==> config.mk <==
export PLATFORM = sky130hd
export DESIGN_NAME = two_stack_deque_unit
export DESIGN_NICKNAME = d
export VERILOG_FILES = /design/src/rtl/tsdq_pkg.sv /design/src/rtl/two_stack_deque_unit.sv /design/src/rtl/tsdq_stack_ram.sv
export SDC_FILE = /design/constraint.sdc
export NUM_CORES = 2
export LEC_CHECK = 0
export BUFFER_PORTS_ARGS = -buffer_cell sky130_fd_sc_hd__clkbuf_2
export CAP_MARGIN = 20
export CORE_ASPECT_RATIO = 1.75
export CORE_MARGIN = 2
export CORE_UTILIZATION = 50
export CTS_CLUSTER_DIAMETER = 120
export DETAILED_ROUTE_END_ITERATION = 16
export GPL_TIMING_DRIVEN = 0
export PLACE_DENSITY = 0.74
export SYNTH_ARGS = -nofsm -noshare
export SYNTH_HDL_FRONTEND = slang
export SYNTH_SLANG_ARGS = --single-unit
==> constraint.sdc <==
create_clock -name i_clk -period 9.3 [get_ports i_clk]
set_input_delay 0.465 -clock i_clk [delete_from_list [all_inputs] [get_ports i_clk]]
set_output_delay 0.465 -clock i_clk [all_outputs]
set_load 0.005 [all_outputs]
==> src/rtl/tsdq_pkg.sv <==
// Shared widths and command codes for the two-stack deque unit.
// Depends on nothing; used by tsdq_stack_ram and two_stack_deque_unit.
package tsdq_pkg;

    // Fixed field widths of the command and result transactions.
    localparam int VALUE_W = 32;
    localparam int CMD_W   = 3;
    localparam int POS_W   = 6;
    localparam int LEN_W   = 7;

    // Command codes.
    localparam logic [CMD_W-1:0] CMD_PUSH_FRONT = 3'd0;
    localparam logic [CMD_W-1:0] CMD_PUSH_BACK  = 3'd1;
    localparam logic [CMD_W-1:0] CMD_POP_FRONT  = 3'd2;
    localparam logic [CMD_W-1:0] CMD_POP_BACK   = 3'd3;
    localparam logic [CMD_W-1:0] CMD_SEARCH     = 3'd4;

endpackage

==> src/rtl/two_stack_deque_unit.sv <==
// Two-stack deque: a front and a back stack held in two synchronous RAMs.
// Depends on tsdq_pkg and tsdq_stack_ram.
//
// A command transaction is taken at a clock edge with start high and busy low.
// Push, pop and unused codes finish at once: the result strobe o_valid is
// high in the next cycle and busy stays low, so such commands can follow each
// other every cycle. A search reads one stored element per cycle through the
// RAM read port, the front stack from its bottom and then the back stack, and
// raises busy while it runs. Each element is compared with the key once its
// registered read data arrives; the first match ends the search, and a search
// without a match ends after the last element, or at once with both stacks empty.
// Each result is presented for exactly one cycle and cannot be held off.
module two_stack_deque_unit #(
    parameter int STACK_DEPTH = 32
) (
    input  logic                                 i_clk,
    input  logic                                 i_rst_n,
    input  logic                                 start,
    output logic                                 busy,
    input  logic [tsdq_pkg::CMD_W-1:0]           i_cmd,
    input  logic signed [tsdq_pkg::VALUE_W-1:0]  i_value,
    output logic                                 o_valid,
    output logic                                 o_found,
    output logic [tsdq_pkg::POS_W-1:0]           o_position,
    output logic                                 o_is_empty,
    output logic [tsdq_pkg::LEN_W-1:0]           o_total_length
);

    localparam int AW = (STACK_DEPTH > 1) ? $clog2(STACK_DEPTH) : 1;
    localparam int CW = $clog2(STACK_DEPTH + 1);
    localparam logic [CW-1:0] DEPTH_C = CW'(STACK_DEPTH);

    localparam logic ST_IDLE = 1'b0;
    localparam logic ST_SCAN = 1'b1;

    // Control registers.
    logic          r_state, n_state;
    logic [CW-1:0] r_front_count, n_front_count;
    logic [CW-1:0] r_back_count, n_back_count;
    logic          r_active, n_active;
    logic          r_phase, n_phase;
    logic [AW-1:0] r_idx, n_idx;
    logic          r_chk_valid, n_chk_valid;
    logic          r_valid, n_valid;

    // Payload registers.
    logic [tsdq_pkg::VALUE_W-1:0] r_key, n_key;
    logic                         r_chk_phase, n_chk_phase;
    logic [CW-1:0]                r_chk_pos, n_chk_pos;
    logic                         r_found, n_found;
    logic [tsdq_pkg::POS_W-1:0]   r_position, n_position;
    logic                         r_is_empty, n_is_empty;
    logic [tsdq_pkg::LEN_W-1:0]   r_total, n_total;

    // RAM ports.
    logic                         front_we;
    logic                         back_we;
    logic [tsdq_pkg::VALUE_W-1:0] front_rdata;
    logic [tsdq_pkg::VALUE_W-1:0] back_rdata;
    logic [tsdq_pkg::VALUE_W-1:0] chk_data;

    // Helpers for field width conversion.
    logic [CW:0]   len_sum;
    logic [31:0]   len_wide;
    logic [31:0]   pos_wide;
    logic [CW-1:0] idx_next;

    tsdq_stack_ram #(
        .DEPTH (STACK_DEPTH),
        .AW    (AW)
    ) u_front_ram (
        .i_clk   (i_clk),
        .i_we    (front_we),
        .i_waddr (r_front_count[AW-1:0]),
        .i_wdata ($unsigned(i_value)),
        .i_raddr (r_idx),
        .o_rdata (front_rdata)
    );

    tsdq_stack_ram #(
        .DEPTH (STACK_DEPTH),
        .AW    (AW)
    ) u_back_ram (
        .i_clk   (i_clk),
        .i_we    (back_we),
        .i_waddr (r_back_count[AW-1:0]),
        .i_wdata ($unsigned(i_value)),
        .i_raddr (r_idx),
        .o_rdata (back_rdata)
    );

    assign chk_data = r_chk_phase ? back_rdata : front_rdata;
    assign idx_next = CW'(r_idx) + CW'(1);
    assign pos_wide = 32'(r_chk_pos);

    // Command decode, search sequencing and result formation.
    always_comb begin
        n_state       = r_state;
        n_front_count = r_front_count;
        n_back_count  = r_back_count;
        n_active      = r_active;
        n_phase       = r_phase;
        n_idx         = r_idx;
        n_chk_valid   = r_chk_valid;
        n_chk_phase   = r_chk_phase;
        n_chk_pos     = r_chk_pos;
        n_key         = r_key;
        n_valid       = 1'b0;
        n_found       = 1'b0;
        n_position    = '0;
        front_we      = 1'b0;
        back_we       = 1'b0;

        case (r_state)
            ST_IDLE: begin
                if (start) begin
                    n_valid = 1'b1;
                    case (i_cmd)
                        tsdq_pkg::CMD_PUSH_FRONT: begin
                            if (r_front_count != DEPTH_C) begin
                                front_we      = 1'b1;
                                n_front_count = r_front_count + CW'(1);
                            end
                        end
                        tsdq_pkg::CMD_PUSH_BACK: begin
                            if (r_back_count != DEPTH_C) begin
                                back_we      = 1'b1;
                                n_back_count = r_back_count + CW'(1);
                            end
                        end
                        tsdq_pkg::CMD_POP_FRONT: begin
                            if (r_front_count != '0) begin
                                n_front_count = r_front_count - CW'(1);
                            end
                        end
                        tsdq_pkg::CMD_POP_BACK: begin
                            if (r_back_count != '0) begin
                                n_back_count = r_back_count - CW'(1);
                            end
                        end
                        tsdq_pkg::CMD_SEARCH: begin
                            // Start the scan at the bottom of the first non-empty stack.
                            n_valid     = 1'b0;
                            n_state     = ST_SCAN;
                            n_key       = $unsigned(i_value);
                            n_idx       = '0;
                            n_phase     = (r_front_count == '0);
                            n_active    = (r_front_count != '0) || (r_back_count != '0);
                            n_chk_valid = 1'b0;
                        end
                        default: begin
                        end
                    endcase
                end
            end
            ST_SCAN: begin
                // Issue one read per cycle and step through front, then back.
                n_chk_valid = r_active;
                n_chk_phase = r_phase;
                n_chk_pos   = idx_next;
                if (r_active) begin
                    if (!r_phase) begin
                        if (idx_next < r_front_count) begin
                            n_idx = idx_next[AW-1:0];
                        end else begin
                            n_idx    = '0;
                            n_phase  = 1'b1;
                            n_active = (r_back_count != '0);
                        end
                    end else begin
                        if (idx_next < r_back_count) begin
                            n_idx = idx_next[AW-1:0];
                        end else begin
                            n_active = 1'b0;
                        end
                    end
                end

                // Compare the element read in the previous cycle.
                if (r_chk_valid && (chk_data == r_key)) begin
                    n_valid    = 1'b1;
                    n_found    = 1'b1;
                    n_position = pos_wide[tsdq_pkg::POS_W-1:0];
                    n_state    = ST_IDLE;
                    n_active   = 1'b0;
                end else if (!r_active && !r_chk_valid) begin
                    n_valid = 1'b1;
                    n_state = ST_IDLE;
                end
            end
            default: begin
                n_state = ST_IDLE;
            end
        endcase

        // Length and emptiness after the step.
        len_sum    = {1'b0, n_front_count} + {1'b0, n_back_count};
        len_wide   = 32'(len_sum);
        n_total    = len_wide[tsdq_pkg::LEN_W-1:0];
        n_is_empty = (len_sum == '0);
    end

    // Control state with synchronous reset.
    always_ff @(posedge i_clk) begin
        if (!i_rst_n) begin
            r_state       <= ST_IDLE;
            r_front_count <= '0;
            r_back_count  <= '0;
            r_active      <= 1'b0;
            r_phase       <= 1'b0;
            r_idx         <= '0;
            r_chk_valid   <= 1'b0;
            r_valid       <= 1'b0;
        end else begin
            r_state       <= n_state;
            r_front_count <= n_front_count;
            r_back_count  <= n_back_count;
            r_active      <= n_active;
            r_phase       <= n_phase;
            r_idx         <= n_idx;
            r_chk_valid   <= n_chk_valid;
            r_valid       <= n_valid;
        end
    end

    // Payload registers need no reset.
    always_ff @(posedge i_clk) begin
        r_key       <= n_key;
        r_chk_phase <= n_chk_phase;
        r_chk_pos   <= n_chk_pos;
        r_found     <= n_found;
        r_position  <= n_position;
        r_is_empty  <= n_is_empty;
        r_total     <= n_total;
    end

    assign busy           = (r_state != ST_IDLE);
    assign o_valid        = r_valid;
    assign o_found        = r_found;
    assign o_position     = r_position;
    assign o_is_empty     = r_is_empty;
    assign o_total_length = r_total;

endmodule

==> src/rtl/tsdq_stack_ram.sv <==
// Element storage of one stack: one write port and one registered read port.
// Depends on tsdq_pkg for the element width.
module tsdq_stack_ram #(
    parameter int DEPTH = 32,
    parameter int AW    = 5
) (
    input  logic                          i_clk,
    input  logic                          i_we,
    input  logic [AW-1:0]                 i_waddr,
    input  logic [tsdq_pkg::VALUE_W-1:0]  i_wdata,
    input  logic [AW-1:0]                 i_raddr,
    output logic [tsdq_pkg::VALUE_W-1:0]  o_rdata
);

    logic [tsdq_pkg::VALUE_W-1:0] r_mem [DEPTH];
    logic [tsdq_pkg::VALUE_W-1:0] r_rdata;

    // Write port.
    always_ff @(posedge i_clk) begin
        if (i_we) begin
            r_mem[i_waddr] <= i_wdata;
        end
    end

    // Read port with registered read data.
    always_ff @(posedge i_clk) begin
        r_rdata <= r_mem[i_raddr];
    end

    assign o_rdata = r_rdata;

endmodule
Yosys cells after proc, flatten, opt, wreduce, memory -nomap -nowiden
Memory sizes are Yosys's and may differ from the RTL's. A register that Yosys moved wholly into a read port is not among the register bits.
Index checks and enable logic that the tools add are counted.
{"block": "word_totals", "word_cells": 110, "output_inout_bits": 17, "in_bits": 38, "regBits": 76, "ram_bits": 2048, "memories": 2}
{"name": "u_back_ram.r_mem", "words": 32, "width": 32, "read_ports": 1, "rd_ports_with_merged_regs": 1, "write_ports": 1, "line_no": "tsdq_stack_ram.sv:15", "source": "logic [tsdq_pkg::VALUE_W-1:0] r_mem [DEPTH];"}
{"name": "u_front_ram.r_mem", "words": 32, "width": 32, "read_ports": 1, "rd_ports_with_merged_regs": 1, "write_ports": 1, "line_no": "tsdq_stack_ram.sv:15"}
{"block": "classes", "n_addsub": 6, "n_reduce_logical": 15, "bitwise_logic": 1, "muxes": 58, "order_cmp": 2, "eq_ne": 11}
{"cell": "two-way mux 6 bit", "n": 8}
{"cell": "two-way mux 1 bit", "n": 35}
{"cell": "== test 32 bit", "n": 1}
{"cell": "two-way mux 32 bit", "n": 1}
{"cell": "two-way mux 5 bit", "n": 6}
{"cell": "one-hot mux 6 bit (2 select lines)", "n": 2}
{"cell": "adder 6 x 1 -> 6 bit (second input constant)", "n": 2}
{"cell": "< comparator 6 bit", "n": 2}
{"cell": "!= test 6 bit (second input constant)", "n": 2}
{"cell": "nonzero test 6 bit", "n": 2}
{"cell": "subtractor 6 x 1 -> 6 bit (second input constant)", "n": 2}
{"cell": "one-hot mux 1 bit (2 select lines)", "n": 5}
{"cell": "one-hot mux 5 bit (2 select lines)", "n": 1}
{"cell": "adder 6 x 6 -> 7 bit", "n": 1}
{"cell": "logical NOT 7 bit", "n": 1}
{"cell": "adder 5 x 1 -> 6 bit (second input constant)", "n": 1}
{"cell": "== test 3 x 2 -> 1 bit (second input constant)", "n": 2}
{"cell": "logical NOT 6 bit", "n": 1}
{"cell": "AND reduction 3 bit", "n": 2}
{"cell": "!= test 2 x 1 -> 1 bit (second input constant)", "n": 2}
{"cell": "AND reduction 2 bit", "n": 2}
{"cell": "AND reduction 4 bit", "n": 1}
{"cell": "== test 3 x 1 -> 1 bit (second input constant)", "n": 1}
{"cell": "== test 3 bit (second input constant)", "n": 1}
{"cell": "other kinds (7)", "n": 9}

Longest topological paths before layout
{"block": "depth", "word_depth": 7, "mapped_depth": 15, "ltp_nobuf": 14}

Modules after synthesis
A second synthesis with hierarchy kept.
{"block": "unflattened", "cells_unflattened": 4925, "area_unflattened_um2": 85195.5}
{"mod": "tsdq_stack_ram at u_back_ram", "seq_area_each_um2": 31390.1, "cells_each": 2260, "area_each_um2": 40487.6, "n_inst": 1}
{"mod": "tsdq_stack_ram at u_front_ram", "seq_area_each_um2": 31390.1, "cells_each": 2260, "area_each_um2": 40485.1, "n_inst": 1}
{"mod": "two_stack_deque_unit", "seq_area_each_um2": 1911.8, "cells_each": 405, "area_each_um2": 4222.8, "n_inst": 1}

Least setup slack after synthesis
No wires, ideal clock.
{"block": "synth_timing", "path_kind": "in2reg", "start": "in i_cmd[1] in the netlist's numbering", "end": "mem u_back_ram.r_mem[31][0] in the netlist's numbering, enable pin", "n_path_buf": 0, "setup_slack_ns": 4.462, "t_arrival_ns": 4.336, "required_ns": 8.799, "setup_time_ns": 0.501, "path_stages": 3, "cell_sequence": "or3b_2 -> o21bai_1 -> nor4_1"}
{"block": "synth_via", "elab_chain_cells": 6}
{"element": "from (decl)", "line_no": "two_stack_deque_unit.sv:20", "source": "input logic [tsdq_pkg::CMD_W-1:0] i_cmd,"}
{"element": "== test 3 x 1 -> 1 bit", "line_no": "two_stack_deque_unit.sv:118", "source": "case (i_cmd)"}
{"element": "two-way mux 1 bit", "line_no": "two_stack_deque_unit.sv:118"}
{"element": "two-way mux 1 bit", "line_no": "two_stack_deque_unit.sv:116", "source": "if (start) begin"}
{"element": "two-way mux 1 bit", "line_no": "two_stack_deque_unit.sv:114", "source": "case (r_state)"}
{"element": "two-way mux 1 bit", "line_no": "tsdq_stack_ram.sv:20", "source": "if (i_we) begin"}
{"element": "two-way mux 1 bit (implied by the code)", "line_no": "tsdq_stack_ram.sv:21", "source": "r_mem[i_waddr] <= i_wdata;"}
{"element": "to (decl)", "line_no": "tsdq_stack_ram.sv:15"}
No other way between the ends.

Final worst setup path
{"block": "layout_timing", "start": "reg r_idx[1]", "end": "reg r_idx[0]"}
{"block": "layout_via", "elab_chain_cells": 6, "elab_cells_between_ends": 9, "cone_classes": "1 x add/sub; 2 x order compare; 1 x eq/ne; 4 x mux; 1 x reduce/logical"}
{"element": "from (decl)", "line_no": "two_stack_deque_unit.sv:42", "source": "logic [AW-1:0] r_idx, n_idx;"}
{"element": "from (signal assigned)", "line_no": "two_stack_deque_unit.sv:220", "source": "r_idx <= n_idx;"}
{"element": "adder 5 x 1 -> 6 bit (*)", "line_no": "two_stack_deque_unit.sv:93", "source": "assign idx_next = CW'(r_idx) + CW'(1);"}
{"element": "named net idx_next[3]", "line_no": "two_stack_deque_unit.sv:66", "source": "logic [CW-1:0] idx_next;"}
{"element": "< comparator 6 bit", "line_no": "two_stack_deque_unit.sv:163", "source": "if (idx_next < r_front_count) begin"}
{"element": "two-way mux 5 bit", "line_no": "two_stack_deque_unit.sv:163"}
{"element": "two-way mux 5 bit", "line_no": "two_stack_deque_unit.sv:162", "source": "if (!r_phase) begin"}
{"element": "two-way mux 5 bit", "line_no": "two_stack_deque_unit.sv:161", "source": "if (r_active) begin"}
{"element": "one-hot mux 5 bit (2 select lines)", "line_no": "two_stack_deque_unit.sv:114"}
The timed path passes the listed nets; every way through them passes the cells marked *. The select of a mux whose other input is x is not followed.
A chain may end at the register's enable or synchronous reset.

==> results by group <==
Critical path
  – Startpoint types: register
  – Setup crit end kind: register
  – Critical Path RT: roughly 10 ns
  – Largest fanout on the critical path: 10
  – Crit Path Class: reg -> reg
  – Critical path arrival: slightly below 6 ns

STA
  – Slew margin rel.: 18.56%
  – Crit share post-route: a little over half
  – Final hold violation count: 0
  – Final setup viols: 0
  – Worst-case clock skew: between 0.04 and 0.05 ns
  – Fin crit period: ~5.1 ns
  – Worst hold slack: 0.02075 ns
  – Setup TNS: 0 ns
  – Max-slew violation count: 0
  – RSZ-0062 raised after global routing: no
  – Worst Tran Pin Value: 1.222 ns
  – Fmax: roughly 200 MHz

Synthesis
  – Post-synth top area share: roughly three quarters
  – Syn avg cell area: around 24 µm²
  – Netlist cell types: 54
  – Multiplexer area fraction after synthesis: between 10% and 20%
  – Count of flip-flops with a built-in enable after synthesis: approximately 2,100
  – Post-Syn Nets: around 3,500
  – Synth Flop Type: edfxtp_1
  – Post-Synth XOR/XNOR Area: 0.4316%
  – Synth top area cells: edfxtp_1 75%, mux4_2 17%, dfxtp_1 2.4%, mux2_2 0.87%, ha_1 0.44%
  – Post-synthesis instance total: 3,460
  – Cell taking the most area after synthesis: edfxtp_1
  – Post-synthesis sequential area ratio: 77.75%
  – Complex-gate fraction of the synthesized area: 0.6616%
  – Count of state elements after synthesis: about 2,200
  – Async S/R FF share, synth: 0%
  – Synth Area in Simple Gates: 1.090%
  – Largest family of logic cells by synthesized area: multiplexers
  – Mapped cell area: ~83,000 µm²
  – Synth warnings: 0
  – Adder-Cell Fraction of Synth Area: less than 1%

Power and ir drop
  – Static Leak: 28.53 nW
  – Power share of the combinational group: 1.6%
  – Net Sw Frac: about a fifth
  – Reg power frac: 57.8%
  – Clock Power Share: 40.6%
  – Max VDD drop: 0.0001462 V
  – Power Internal: 14.98 mW
  – Power Dens Cells: ~200 nW/µm²
  – Pwr Total: between 15 and 20 mW
  – Sw Pwr: about 3.7 mW

Drt
  – Antenna viol nets, final: 0
  – Drt first pass iters: 5
  – Routed WL per cell: between 30 and 40 µm
  – Routed WL: between 200 and 250 mm
  – Starting DRT DRC Count: between 5,000 and 6,000
  – DRC violations left: 0
  – Via count: between 30,000 and 40,000
  – Vias per cell: 6.411

Clock tree
  – Clock latency on the worst-skew pair: 0.86 ns
  – Clk root buf: clkbuf_16
  – TritonCTS Buffers: approximately 190
  – Number of hold buffers added after cts: 0
  – TritonCTS Sinks: about 2,200
  – Clock transition at path regs: ~0.070 ns
  – CTS Buffer Depth: 4
  – Setup Buffers After CTS: 0
  – H-tree Lvls: 4
  – Post-CTS sizing: 0
  – CTS tree: done

Final layout
  – Final std cells w/o fill: 6,164
  – Commonest non-fill, non-tap cell in the layout: edfxtp_1
  – Layout cells sized above 1: between 30% and 40%
  – Final core utilization: approximately 57%
  – Fill cells: around 11,000
  – Layout area overhead: 13.74%
  – Most frequent cells in the layout: 2,087 x edfxtp_1, 640 x mux4_2, 188 x clkbuf_16
  – Nets: slightly below 4,000

Die
  – Rows: slightly below 200
  – Core ar.: 165,700 µm²
  – Die Area: 169,800 µm²
  – Starting Density: 50.20%
  – Top Ports: between 50 and 60
  – Die height: between 500 and 600 µm
  – Die Width: 312.4 µm

Placement
  – PortBufs: between 50 and 60
  – GP Congestion: approximately 0.95
  – Placed Cells: just under 6,000
  – Detailed placement HPWL: approximately 150 mm

Global routing
  – Antenna violations before repair: 20
  – Vias in the first global route: approximately 40,000
  – GRT Overall Usage: around a quarter
  – Global-route wire length before repair: around 310 mm
  – Total congestion overflow: 0
  – Largest net degree at the start of global routing: between 60 and 70

Flow run
  – Max-cap violations: 0

Min path
  – Hold Path Class: in -> reg

Outcome
  – Status: complete, no violations
[per-stage QoR]
| step | worst slack, ns | area (µm²) |
|---|---|---|
| floorplan | 4.462 | 83210 |
| global placement | 0.05049 | 86220 |
| detailed placement | 4.558 | 88760 |
| CTS | 4.441 | 94540 |
| global route | 4.176 | 94610 |
| finish | 4.231 | 94640 |
[final timing paths]
check | from | endpoint | slack, ns | cells past startpoint
max reg2reg | r_idx[1] | r_idx[0] | 4.23 | 13
min reg2reg | r_chk_pos[3] | o_position[3] | 0.44 | 1
min | i_value[31] | u_front_ram.r_mem[22][31] | 0.02 | 1
max | r_idx[1] | r_idx[0] | 4.23 | 13
[power groups by stage]
stage / Combinational (mW) / Clock, mW / Sequential [mW]
floorplan: 0.0638 / 0 / 11.0
global placement: 0.260 / 0 / 11.0
detailed placement: 0.303 / 0 / 11.0
CTS: 0.304 / 7.66 / 10.8
global route: 0.321 / 7.97 / 10.8
finish: 0.308 / 7.59 / 10.8
[critical path: stages, from the launching register on]
cell      delay, ns
dfxtp_1        0.35
clkbuf_1       0.81
clkbuf_1       0.42
buf_8          0.24
clkbuf_1       0.66
nand3_1        0.24
xnor2_1        0.64
ha_1           0.36
nand4_1        0.09
nor2_1         0.05
a221oi_2       0.54
nor2_1         0.18
nor3_1         0.26
o21a_1         0.15
[cells by family (layout without fill, tap and decap cells)]
| kind of cell | count (synthesis) | count (layout) |
|---|---|---|
| flip-flops | 2188 | 2188 |
| AND/OR/NAND/NOR | 190 | 190 |
| other | 0 | 15 |
| XOR/XNOR | 41 | 41 |
| AO/OA/AOI/OAI | 80 | 80 |
| adder cells (fa/ha/maj) | 30 | 30 |
| buffers and inverters | 193 | 682 |
| multiplexers | 738 | 738 |
[registers in the layout, indices dropped and copies added, names as in the netlist, 5 cells and up]
signal / cells
u_back_ram.r_mem: 1024
r_front_count: 6
o_position: 6
u_front_ram.r_mem: 1024
r_key: 32
o_total_length: 7
u_back_ram.o_rdata: 32
r_back_count: 6
r_chk_pos: 6
r_idx: 5
u_front_ram.o_rdata: 32
[area by class of cell]
class	instances	area [µm²]	share of cell area, %
Clock inverter	96	869.6	0.9189
Tap cell	2200	2753	2.909
Buffer	168	752.0	0.7946
Timing Repair Buffer	157	2370	2.504
Multi-Input combinational cell	1079	18150	19.18
Clock buffer	236	4915	5.193
Antenna cell	15	37.54	0.03966
Inverter	25	93.84	0.09916
Sequential cell	2188	64690	68.36
[per-layer routing]
layer  global-route usage, %  wire length [µm]  up-vias
li1                        -                 -    15504
met1                   29.61             71250    21110
met2                   45.83            116600     2300
met3                   3.498             15930      597
met4                   20.55             20230        8
met5                       0                55        -
[cell usage after synthesis (3+ instances only)]
library cell and number:
o21bai_1 4, o22ai_1 11, ha_1 29, and3_1 3, and2_1 19, dfxtp_1 101, a31oi_1 5, nand3_1 22
or3_1 3, mux2_2 64, nand2_1 28, xnor2_1 39, nor4_1 9, nor2_1 79, a221oi_1 4, buf_1 17
mux4_2 640, nand4_1 3, mux2i_1 34, edfxtp_1 2087, inv_1 25, o21ai_0 7, a21oi_1 19, buf_6 5
a21o_1 7, nor3_1 13, clkbuf_1 86, buf_2 59
Power figures use the tool's default switching activity.
